[config.mk]
export PLATFORM = sky130hd
export DESIGN_NAME = indexed_max_heap_queue
export DESIGN_NICKNAME = d
export VERILOG_FILES = /design/src/sv/imhq_pkg.sv /design/src/sv/imhq_cell.sv /design/src/sv/indexed_max_heap_queue.sv
export SDC_FILE = /design/constraint.sdc
export NUM_CORES = 2
export LEC_CHECK = 0
export BUFFER_PORTS_ARGS = -buffer_cell sky130_fd_sc_hd__clkbuf_2
export CORE_ASPECT_RATIO = 1.4
export CORE_UTILIZATION = 50
export CTS_BUF_LIST = sky130_fd_sc_hd__clkbuf_8
export DETAILED_ROUTE_END_ITERATION = 10
export PLACE_DENSITY = 0.66
export SKIP_CTS_REPAIR_TIMING = 1
export SYNTH_ARGS = -nofsm -noshare
export SYNTH_HDL_FRONTEND = slang
export SYNTH_SLANG_ARGS = --single-unit
[constraint.sdc]
create_clock -name aclk -period 13.6 [get_ports aclk]
set_input_delay 2.72 -clock aclk [delete_from_list [all_inputs] [get_ports aclk]]
set_output_delay 2.72 -clock aclk [all_outputs]
set_load 0.02 [all_outputs]
[src/sv/imhq_pkg.sv]
// Shared sizes, request codes and types for the indexed max-heap queue.
// Used by imhq_cell and indexed_max_heap_queue; depends on nothing.
`default_nettype none

package imhq_pkg;

    localparam int CAPACITY = 16;
    localparam int IDX_W    = (CAPACITY > 1) ? $clog2(CAPACITY) : 1;
    localparam int CNT_W    = $clog2(CAPACITY + 1);
    localparam int VALUE_W  = 32;
    localparam int KEY_W    = 4;

    typedef logic [IDX_W-1:0] idx_t;
    typedef logic [CNT_W-1:0] cnt_t;

    // Request operations carried in s_tuser
    typedef enum logic [1:0] {
        OP_PUSH   = 2'd0,
        OP_POP    = 2'd1,
        OP_UPDATE = 2'd2,
        OP_NONE   = 2'd3
    } heap_op_t;

    // Result status carried in m_tuser
    typedef enum logic [2:0] {
        ST_OK     = 3'd0,
        ST_EMPTY  = 3'd1,
        ST_FULL   = 3'd2,
        ST_DUP    = 3'd3,
        ST_ABSENT = 3'd4
    } heap_status_t;

    // One heap entry: priority and the key it carries
    typedef struct packed {
        logic signed [VALUE_W-1:0] value;
        logic [KEY_W-1:0]          key;
    } entry_t;

    // Write request broadcast along the slot row
    typedef struct packed {
        logic   en;
        idx_t   idx;
        entry_t data;
    } wr_bus_t;

endpackage

`default_nettype wire

[src/sv/imhq_cell.sv]
// One heap slot: holds a value/key pair and matches its key against the search key.
// Depends on imhq_pkg.
`default_nettype none

module imhq_cell
    import imhq_pkg::*;
(
    input  wire  logic             aclk,
    input  wire  idx_t             slot_id,
    input  wire  cnt_t             entry_count,
    input  wire  wr_bus_t          wr,
    input  wire  logic [KEY_W-1:0] search_key,
    output       entry_t           slot_q,
    output       logic             key_hit
);

    entry_t entry_reg;
    logic   occupied;

    // Load the entry when the write request names this slot
    always_ff @(posedge aclk) begin
        if (wr.en && (wr.idx == slot_id)) begin
            entry_reg <= wr.data;
        end
    end

    // Only slots below the fill count hold live entries
    assign occupied = cnt_t'(slot_id) < entry_count;
    assign key_hit  = occupied && (entry_reg.key == search_key);
    assign slot_q   = entry_reg;

endmodule

`default_nettype wire

[src/sv/indexed_max_heap_queue.sv]
// Indexed binary max-heap priority queue: sequencer, slot row and result register.
// Depends on imhq_pkg and imhq_cell.
//
//  channel | ports                  | tdata (low bit up)            | tuser
//  --------+------------------------+-------------------------------+-------------
//  command | s_tvalid/s_tready      | prio_value, entry_key, 4'b0   | cmd
//  result  | m_tvalid/m_tready      | out_value, out_key, 4'b0      | status
//
// A request passes through accept, decode, sift steps through the slot row's single
// write port (one heap level per step), and finish; refused requests and a pop of the
// only entry skip the sift.
// aresetn empties the heap at once (fill count to zero); slot contents are not cleared.
// A new request is taken while a finished result still waits in the output register;
// completion stalls only if that register is still occupied.
`default_nettype none

module indexed_max_heap_queue
    import imhq_pkg::*;
(
    input  wire  logic        aclk,
    input  wire  logic        aresetn,
    input  wire  logic        s_tvalid,
    output       logic        s_tready,
    input  wire  logic [39:0] s_tdata,   // prio_value[31:0], entry_key[35:32], zero pad
    input  wire  logic [1:0]  s_tuser,   // cmd[1:0]
    output       logic        m_tvalid,
    input  wire  logic        m_tready,
    output       logic [39:0] m_tdata,   // out_value[31:0], out_key[35:32], zero pad
    output       logic [2:0]  m_tuser    // status[2:0]
);

    localparam int LW = CNT_W + 1;

    typedef enum logic [2:0] {
        S_IDLE,
        S_DECODE,
        S_UP,
        S_DOWN,
        S_FINISH
    } state_t;

    state_t                    state_reg, state_next;
    logic [1:0]                cmd_reg, cmd_next;
    logic signed [VALUE_W-1:0] value_reg, value_next;
    logic [KEY_W-1:0]          key_reg, key_next;
    entry_t                    mov_reg, mov_next;
    idx_t                      pos_reg, pos_next;
    cnt_t                      count_reg, count_next;
    logic                      upd_reg, upd_next;
    logic signed [VALUE_W-1:0] res_value_reg, res_value_next;
    logic [KEY_W-1:0]          res_key_reg, res_key_next;
    logic [2:0]                res_status_reg, res_status_next;
    logic                      m_tvalid_reg, m_tvalid_next;
    logic signed [VALUE_W-1:0] m_value_reg, m_value_next;
    logic [KEY_W-1:0]          m_key_reg, m_key_next;
    logic [2:0]                m_status_reg, m_status_next;

    wr_bus_t               wr;
    entry_t                slot_q [CAPACITY];
    logic [CAPACITY-1:0]   hit;
    logic                  hit_any;
    idx_t                  hit_pos;
    idx_t                  parent_idx;
    idx_t                  last_idx;
    idx_t                  left_idx;
    idx_t                  right_idx;
    idx_t                  pick_idx;
    logic [LW-1:0]         left_ext;
    logic [LW-1:0]         cnt_ext;
    logic                  left_out;
    logic                  left_is_last;
    entry_t                parent_q;
    entry_t                pick_q;
    cnt_t                  count_dec;

    // Row of heap slots sharing one write request and one key search
    for (genvar g = 0; g < CAPACITY; g++) begin : g_slot
        imhq_cell u_cell (
            .aclk        (aclk),
            .slot_id     (idx_t'(g)),
            .entry_count (count_reg),
            .wr          (wr),
            .search_key  (key_reg),
            .slot_q      (slot_q[g]),
            .key_hit     (hit[g])
        );
    end

    // Encode the position of the matching key (at most one slot hits)
    always_comb begin
        hit_pos = '0;
        for (int i = 0; i < CAPACITY; i++) begin
            if (hit[i]) begin
                hit_pos = hit_pos | idx_t'(i);
            end
        end
    end
    assign hit_any = |hit;

    // Neighbors of the hole during a sift
    assign count_dec    = count_reg - cnt_t'(1);
    assign last_idx     = count_dec[IDX_W-1:0];
    assign parent_idx   = (pos_reg - idx_t'(1)) >> 1;
    assign left_ext     = LW'({pos_reg, 1'b1});
    assign cnt_ext      = LW'(count_reg);
    assign left_out     = left_ext >= cnt_ext;
    assign left_is_last = left_ext == (cnt_ext - LW'(1));
    assign left_idx     = left_ext[IDX_W-1:0];
    assign right_idx    = left_idx + idx_t'(1);
    assign parent_q     = slot_q[parent_idx];

    // Pick the larger child, the right one on a tie
    always_comb begin
        if (left_is_last || (slot_q[left_idx].value > slot_q[right_idx].value)) begin
            pick_idx = left_idx;
        end else begin
            pick_idx = right_idx;
        end
    end
    assign pick_q = slot_q[pick_idx];

    // Sequencer next state
    always_comb begin
        state_next      = state_reg;
        cmd_next        = cmd_reg;
        value_next      = value_reg;
        key_next        = key_reg;
        mov_next        = mov_reg;
        pos_next        = pos_reg;
        count_next      = count_reg;
        upd_next        = upd_reg;
        res_value_next  = res_value_reg;
        res_key_next    = res_key_reg;
        res_status_next = res_status_reg;
        m_value_next    = m_value_reg;
        m_key_next      = m_key_reg;
        m_status_next   = m_status_reg;
        m_tvalid_next   = m_tvalid_reg && !m_tready;
        wr.en           = 1'b0;
        wr.idx          = pos_reg;
        wr.data         = mov_reg;

        unique case (state_reg)
            S_IDLE: begin
                if (s_tvalid) begin
                    cmd_next   = s_tuser;
                    value_next = s_tdata[VALUE_W-1:0];
                    key_next   = s_tdata[VALUE_W+KEY_W-1:VALUE_W];
                    state_next = S_DECODE;
                end
            end
            S_DECODE: begin
                res_value_next  = '0;
                res_key_next    = '0;
                res_status_next = ST_OK;
                state_next      = S_FINISH;
                unique case (cmd_reg)
                    OP_PUSH: begin
                        if (count_reg == cnt_t'(CAPACITY)) begin
                            res_status_next = ST_FULL;
                        end else if (hit_any) begin
                            res_status_next = ST_DUP;
                        end else begin
                            mov_next   = '{value: value_reg, key: key_reg};
                            pos_next   = count_reg[IDX_W-1:0];
                            count_next = count_reg + cnt_t'(1);
                            upd_next   = 1'b0;
                            state_next = S_UP;
                        end
                    end
                    OP_POP: begin
                        if (count_reg == '0) begin
                            res_status_next = ST_EMPTY;
                        end else begin
                            res_value_next = slot_q[0].value;
                            res_key_next   = slot_q[0].key;
                            mov_next       = slot_q[last_idx];
                            count_next     = count_dec;
                            pos_next       = '0;
                            if (count_dec != '0) begin
                                state_next = S_DOWN;
                            end
                        end
                    end
                    OP_UPDATE: begin
                        if (!hit_any) begin
                            res_status_next = ST_ABSENT;
                        end else begin
                            mov_next   = '{value: value_reg, key: key_reg};
                            pos_next   = hit_pos;
                            upd_next   = 1'b1;
                            state_next = S_UP;
                        end
                    end
                    default: begin
                        res_status_next = ST_OK;
                    end
                endcase
            end
            S_UP: begin
                // Pull a smaller parent down into the hole, else settle here (an update goes on to sift down)
                if ((pos_reg != '0) && (parent_q.value < mov_reg.value)) begin
                    wr.en    = 1'b1;
                    wr.data  = parent_q;
                    pos_next = parent_idx;
                end else if (upd_reg) begin
                    state_next = S_DOWN;
                end else begin
                    wr.en      = 1'b1;
                    state_next = S_FINISH;
                end
            end
            S_DOWN: begin
                // Pull the larger child up into the hole, else settle here
                if (!left_out && (mov_reg.value < pick_q.value)) begin
                    wr.en    = 1'b1;
                    wr.data  = pick_q;
                    pos_next = pick_idx;
                end else begin
                    wr.en      = 1'b1;
                    state_next = S_FINISH;
                end
            end
            S_FINISH: begin
                // Hand the result over once the output register is free
                if (!m_tvalid_reg || m_tready) begin
                    m_value_next  = res_value_reg;
                    m_key_next    = res_key_reg;
                    m_status_next = res_status_reg;
                    m_tvalid_next = 1'b1;
                    state_next    = S_IDLE;
                end
            end
            default: begin
                state_next = S_IDLE;
            end
        endcase
    end

    // Hold state and registered outputs
    always_ff @(posedge aclk) begin
        if (!aresetn) begin
            state_reg    <= S_IDLE;
            count_reg    <= '0;
            m_tvalid_reg <= 1'b0;
        end else begin
            state_reg    <= state_next;
            count_reg    <= count_next;
            m_tvalid_reg <= m_tvalid_next;
        end
        cmd_reg        <= cmd_next;
        value_reg      <= value_next;
        key_reg        <= key_next;
        mov_reg        <= mov_next;
        pos_reg        <= pos_next;
        upd_reg        <= upd_next;
        res_value_reg  <= res_value_next;
        res_key_reg    <= res_key_next;
        res_status_reg <= res_status_next;
        m_value_reg    <= m_value_next;
        m_key_reg      <= m_key_next;
        m_status_reg   <= m_status_next;
    end

    assign s_tready = (state_reg == S_IDLE);
    assign m_tvalid = m_tvalid_reg;
    assign m_tdata  = {4'b0000, m_key_reg, m_value_reg};
    assign m_tuser  = m_status_reg;

`ifndef SYNTHESIS
    a_count_range: assert property (@(posedge aclk) disable iff (!aresetn)
        count_reg <= cnt_t'(CAPACITY))
        else $error("fill count beyond capacity");

    // The heap is settled at decode; mid-sift the hole may repeat a neighbor's key
    a_key_unique: assert property (@(posedge aclk) disable iff (!aresetn)
        (state_reg == S_DECODE) |-> $onehot0(hit))
        else $error("key held by more than one live slot");

    a_hole_live: assert property (@(posedge aclk) disable iff (!aresetn)
        (state_reg == S_UP || state_reg == S_DOWN) |-> cnt_t'(pos_reg) < count_reg)
        else $error("sift hole outside live entries");

    a_up_climbs: assert property (@(posedge aclk) disable iff (!aresetn)
        (state_reg == S_UP && $past(state_reg) == S_UP) |-> pos_reg < $past(pos_reg))
        else $error("sift up did not move toward the root");

    a_refused_zero: assert property (@(posedge aclk) disable iff (!aresetn)
        (m_tvalid && m_tuser != ST_OK) |-> m_tdata == '0)
        else $error("refused request carries a nonzero payload");
`endif

endmodule

`default_nettype wire
Word-level counts from Yosys, hierarchy flattened --
Cells that the tools add are included.
Cells by class: add/subtract/negate cells 5, $lt $le $gt $ge 25, equal/unequal tests 54, multiplexer cells 77, bitwise logic cells 6, reduce and logical (&&, ||, !) cells 59
Operators by type and width (number):
- $bmux 36 s4 | 5
- $mux 36 | 16
- $pmux 36 s3 | 1
- $pmux 36 s2 | 1
- $eq 4x4->1 | 16
- $lt 32x32->1 | 2
- $mux 4 | 15
- $mux 3 | 15
- $lt 4x5->1 const A | 8
- $logic_and 1x1->1 | 35
- $eq 4x4->1 const B | 8
- $gt 32x32->1 | 1
- $ge 5x5->1 const B | 5
- $pmux 4 s3 | 2
- $lt 3x5->1 const A | 4
- $ne 2x2->1 const B | 10
- $not 4->5 | 4
- $pmux 3 s3 | 2
- $eq 4x3->1 const B | 4
- $reduce_or 16->1 | 1
- $mux 5 | 3
- $pmux 3 s5 | 1
- $ne 3x3->1 const B | 4
- $lt 1x5->1 const A | 2
- other kinds (39) | 61
Word-level totals: register bits 742, bits of input ports 46, output and inout bits 45, word-level logic and storage cells 274

Logic depth before layout (Yosys ltp) --
word-level depth 20, depth in mapped cells 33, gate-level depth less buffers 24

Cells and area by module --
A second synthesis with hierarchy kept.
Unflattened totals: cells, all modules 4185, area total of the unflattened synthesis 51072.7 µm²
By module, submodules not included:
- indexed_max_heap_queue | times used 1, cells an instance 3257, area an instance 30833.3 µm², sequential area each 4894.7 µm²
- imhq_cell | times used 16, cells an instance 58, area an instance 1265.0 µm², sequential area each 1081.0 µm²

Least setup slack after synthesis --
Ideal clock, no wire load.
path type register to register, start register pos_reg[0], end register g_slot[0].u_cell.entry_reg, in the netlist g_slot[0].u_cell.slot_q[14], data pin, setup time 0.302 ns, arrival time 8.929 ns, required time 13.298 ns, path slack 4.369 ns, stages on the path, launching flop included 32, path buffers 9, clock period less this slack 9.231 ns, cells stage by stage edfxtp_1 > buf_4 > inv_2 > buf_1 > ha_1 > clkbuf_1 > clkbuf_1 > clkbuf_1 > clkbuf_1 > mux4_2 > mux2i_1 > ha_1 > a21o_1 > a221o_1 > a21oi_1 > nand4_1 > o32a_1 > o22ai_1 > buf_2 > mux2_2 > ha_1 > nand4_1 > or3_1 > a211o_1 > a21oi_1 > or3_1 > o22ai_1 > or4b_4 > and2_1 > clkbuf_1 > buf_2 > o221ai_1
RTL lines:
- start: declaration | line indexed_max_heap_queue.sv:47 | idx_t pos_reg, pos_next;
- start signal: assignment | line indexed_max_heap_queue.sv:255 | pos_reg <= pos_next;
- end signal: assignment | line imhq_cell.sv:23 | entry_reg <= wr.data;
- end: declaration | line imhq_cell.sv:17 | entry_t entry_reg;

==> summary.md <==
| Metric | Value |
|---|---|
| Die Wd | `249.4 µm` |
| Sw Pwr | `2.162 mW` |
| Status | `complete, no violations` |
| Die area | `0.08689 mm²` |
| Post-Synth XOR/XNOR Area | `1.667%` |
| Routability congestion estimate | `0.8728` |
| Worst-Skew Late Latency | `850 ps` |
| Yosys warnings | `0` |
| Worst Path Max Fanout | `39` |
| Commonest non-fill, non-tap cell in the layout | `edfxtp_1` |
| RSZ-0062 raised after global routing | `false` |
| Total track usage | `29.92%` |
| Fin nets | `2838` |
| Clock share of power | `27.5%` |
| Clk root buf | `clkbuf_8` |
| Largest net degree at the start of global routing | `135` |
| Synth Instances | `2604` |
| Endpoint type of the worst setup path | `register` |
| Final hold viol count | `0` |
| Antenna-violating nets left | `0` |
| Pwr dens | `139.9 mW/mm²` |
| Placement Cell Area | `0.04462 mm²` |
| Synth Area in Compound Gates | `4.666%` |
| Cell variety after synth | `77` |
| Synth async-reset ratio | `0%` |
| Synth Area in Adders | `3.241%` |
| Seq pwr share | `41.1%` |
| Crit path kind | `reg -> reg` |
| Port Buf Inserts | `82` |
| Core area | `0.08466 mm²` |
| Total wire length | `128700 µm` |
| Cell Rows | `126` |
| Vias in the first global route | `28070` |
| Max reg flops | `576` |
| Routed length per instance | `33.30 µm` |
| Initial antenna violation count | `2` |
| Mux cell area share after synthesis | `30.60%` |
| Minimum clock period | `11150 ps` |
| TritonCTS clock tree | `done` |
| R2R cell count | `25` |
| DP HPWL | `76830 µm` |
| Total clock buffers created by CTS | `115` |
| Initial Util | `50.62%` |
| Int Power | `4.384 mW` |
| Via Count | `27270` |
| CTS max path bufs | `3` |
| Syn-to-layout area delta | `9.154%` |
| Commonest non-fill, non-tap cells in the layout | `733 x edfxtp_1, 483 x mux4_2, 237 x nand2_1` |
| Fmax | `89.66 MHz` |
| Max-slew violations | `0` |
| Leak pwr | `15.41 nW` |
| GRT overflow | `0` |
| Register area share after synthesis | `51.79%` |
| Fill cells | `6614` |
| DP Worst Slack | `2663 ps` |
| Relative slew slack | `26.63%` |
| Net Sw Frac | `33.03%` |
| CP Launch Type | `register` |
| Primary FF master, synth | `edfxtp_1` |
| Clock transition at path regs | `70 ps` |
| First-pass GRT wire length | `187000 µm` |
| Final period utilization | `82.01%` |
| Setup TNS | `0 ps` |
| I/O pin count | `91` |
| Max-cap viol count | `0` |
| Via density | `7.057` |
| Required time of the critical path | `14170 ps` |
| # DRC | `0` |
| Initial DRC Count | `2779` |
| Hold Path Depth | `0` |
| Syn Std Cell Area | `0.04285 mm²` |
| Synth Area per Inst | `16.46 µm²` |
| Hold WC Path Type | `reg -> reg` |
| Combinational Power Share | `31.4%` |
| IR drop worst, VDD | `0.1197 mV` |
| Post-synthesis simple-gate area fraction | `5.373%` |
| Pre-antenna DRT Iters | `6` |
| Clock sink count | `742` |
| Least-Margin Pin Slew | `1098 ps` |
| Final instance area | `0.04677 mm²` |
| Worst Path Arrival | `11720 ps` |
| Worst setup margin | `2447 ps` |
| Post-synth EDFFs | `733` |
| Seq cells post-synth | `742` |
| Main combinational cell family by area after synthesis | `multiplexers` |
| Max H-tree Level | `3` |
| Clock skew | `50.24 ps` |
| Final setup violating endpoints | `0` |
| Hold WS | `415.9 ps` |
| Die Ht | `348.4 µm` |
| Post-Route Utilization | `55.25%` |
| Share of layout cells above drive strength 1 | `34.98%` |
==> metrics by stage <==
step	power, mW	instances
4_1_cts	6.562	3864
5_1_grt	6.778	3865
3_5_place_dp	4.765	3652
3_3_place_gp	4.743	3652
2_1_floorplan	4.149	2607
6_report	6.546	3865
==> layout make-up <==
class | instances | area, µm² | area share (%)
inverters | 58 | 217.7 | 0.4655
flip-flops and latches | 742 | 22200 | 47.45
diodes | 1 | 2.502 | 0.005350
clock buffers | 115 | 1583 | 3.384
well taps | 1088 | 1361 | 2.910
multi-input cells | 1609 | 19800 | 42.34
repair buffers | 155 | 1046 | 2.236
clock inverters | 97 | 564.3 | 1.206
==> power by group through the flow <==
stage                     sequential (mW)  clock [mW]  combinational [mW]
after CTS                            2.69        1.84                2.04
after global routing                 2.69        1.91                2.17
after global placement               2.73           0                2.01
final                                2.69        1.80                2.06
after detailed placement             2.74           0                2.03
after floorplan                      2.71           0                1.44
==> worst paths after layout <==
path | startpoint | endpoint | slack [ps]
worst max register to register | pos_reg[1]$_DFFE_PP_ | g_slot[13].u_cell.slot_q[3]$_DFFE_PP_ | 2450
worst max-delay path | pos_reg[1]$_DFFE_PP_ | g_slot[13].u_cell.slot_q[3]$_DFFE_PP_ | 2450
worst min-delay path | res_value_reg[23]$_SDFFCE_PP0P_ | m_value_reg[23]$_DFFE_PP_ | 420
worst min register to register | res_value_reg[23]$_SDFFCE_PP0P_ | m_value_reg[23]$_DFFE_PP_ | 420
==> routing by layer <==
| layer | vias up | GRT usage [%] | wire length, µm |
|---|---|---|---|
| met2 | 1707 | 50.90 | 64660 |
| met3 | 428 | 4.661 | 10790 |
| met1 | 14140 | 36.62 | 45810 |
| met4 | 0 | 16.70 | 7428 |
| met5 | - | 0 | 0 |
| li1 | 11000 | - | - |
==> synthesized netlist by cell type (all sizes together), types with 5 or more instances <==
library cell / instances / share of area, %
buf: 88 / 1.2
nor2b: 8 / 0.12
nor2: 35 / 0.31
edfxtp: 733 / 51
o21ai: 23 / 0.27
nand3: 19 / 0.25
and3: 5 / 0.073
nor3b: 7 / 0.12
mux2i: 99 / 2.3
ha: 111 / 3.2
mux4: 484 / 25
a21o: 13 / 0.23
and4: 7 / 0.14
a31oi: 43 / 0.63
and2: 78 / 1.1
nand2: 237 / 2.1
nor3: 15 / 0.22
nor4: 6 / 0.088
clkbuf: 110 / 0.96
o211ai: 8 / 0.14
or3: 10 / 0.16
inv: 58 / 0.51
nand4: 31 / 0.45
dfxtp: 9 / 0.42
o221ai: 39 / 1.2
a21oi: 44 / 0.51
mux2: 108 / 2.8
xnor2: 61 / 1.2
xor2: 18 / 0.37
a211oi: 44 / 0.77
==> cell families after synthesis <==
| family | count (synthesis) |
|---|---|
| AOI/OAI and AO/OA | 253 |
| xor gates and xnor gates | 80 |
| adders and majority gates | 111 |
| buffers and inverters | 256 |
| DFF | 742 |
| muxes | 691 |
| other | 1 |
| and+or+nand+nor | 470 |
==> critical path: stages, from the launching register on <==
cell and delay (ps):
edfxtp_1 350, buf_4 660, ha_1 450, xor2_4 560, buf_4 410, mux2i_1 260
ha_1 280, a21oi_1 220, o21ai_0 190, a221oi_1 860, o32ai_2 290, o32a_1 780
o22ai_4 320, buf_4 600, mux2_2 450, ha_1 340, nand4_1 140, o211ai_1 410
o211ai_1 260, a2111oi_0 720, o22ai_1 190, or4b_4 550, nand3_4 340, buf_4 520
o221ai_1 320, buf_4 290
Note: power is estimated with default switching activity, not from simulation.
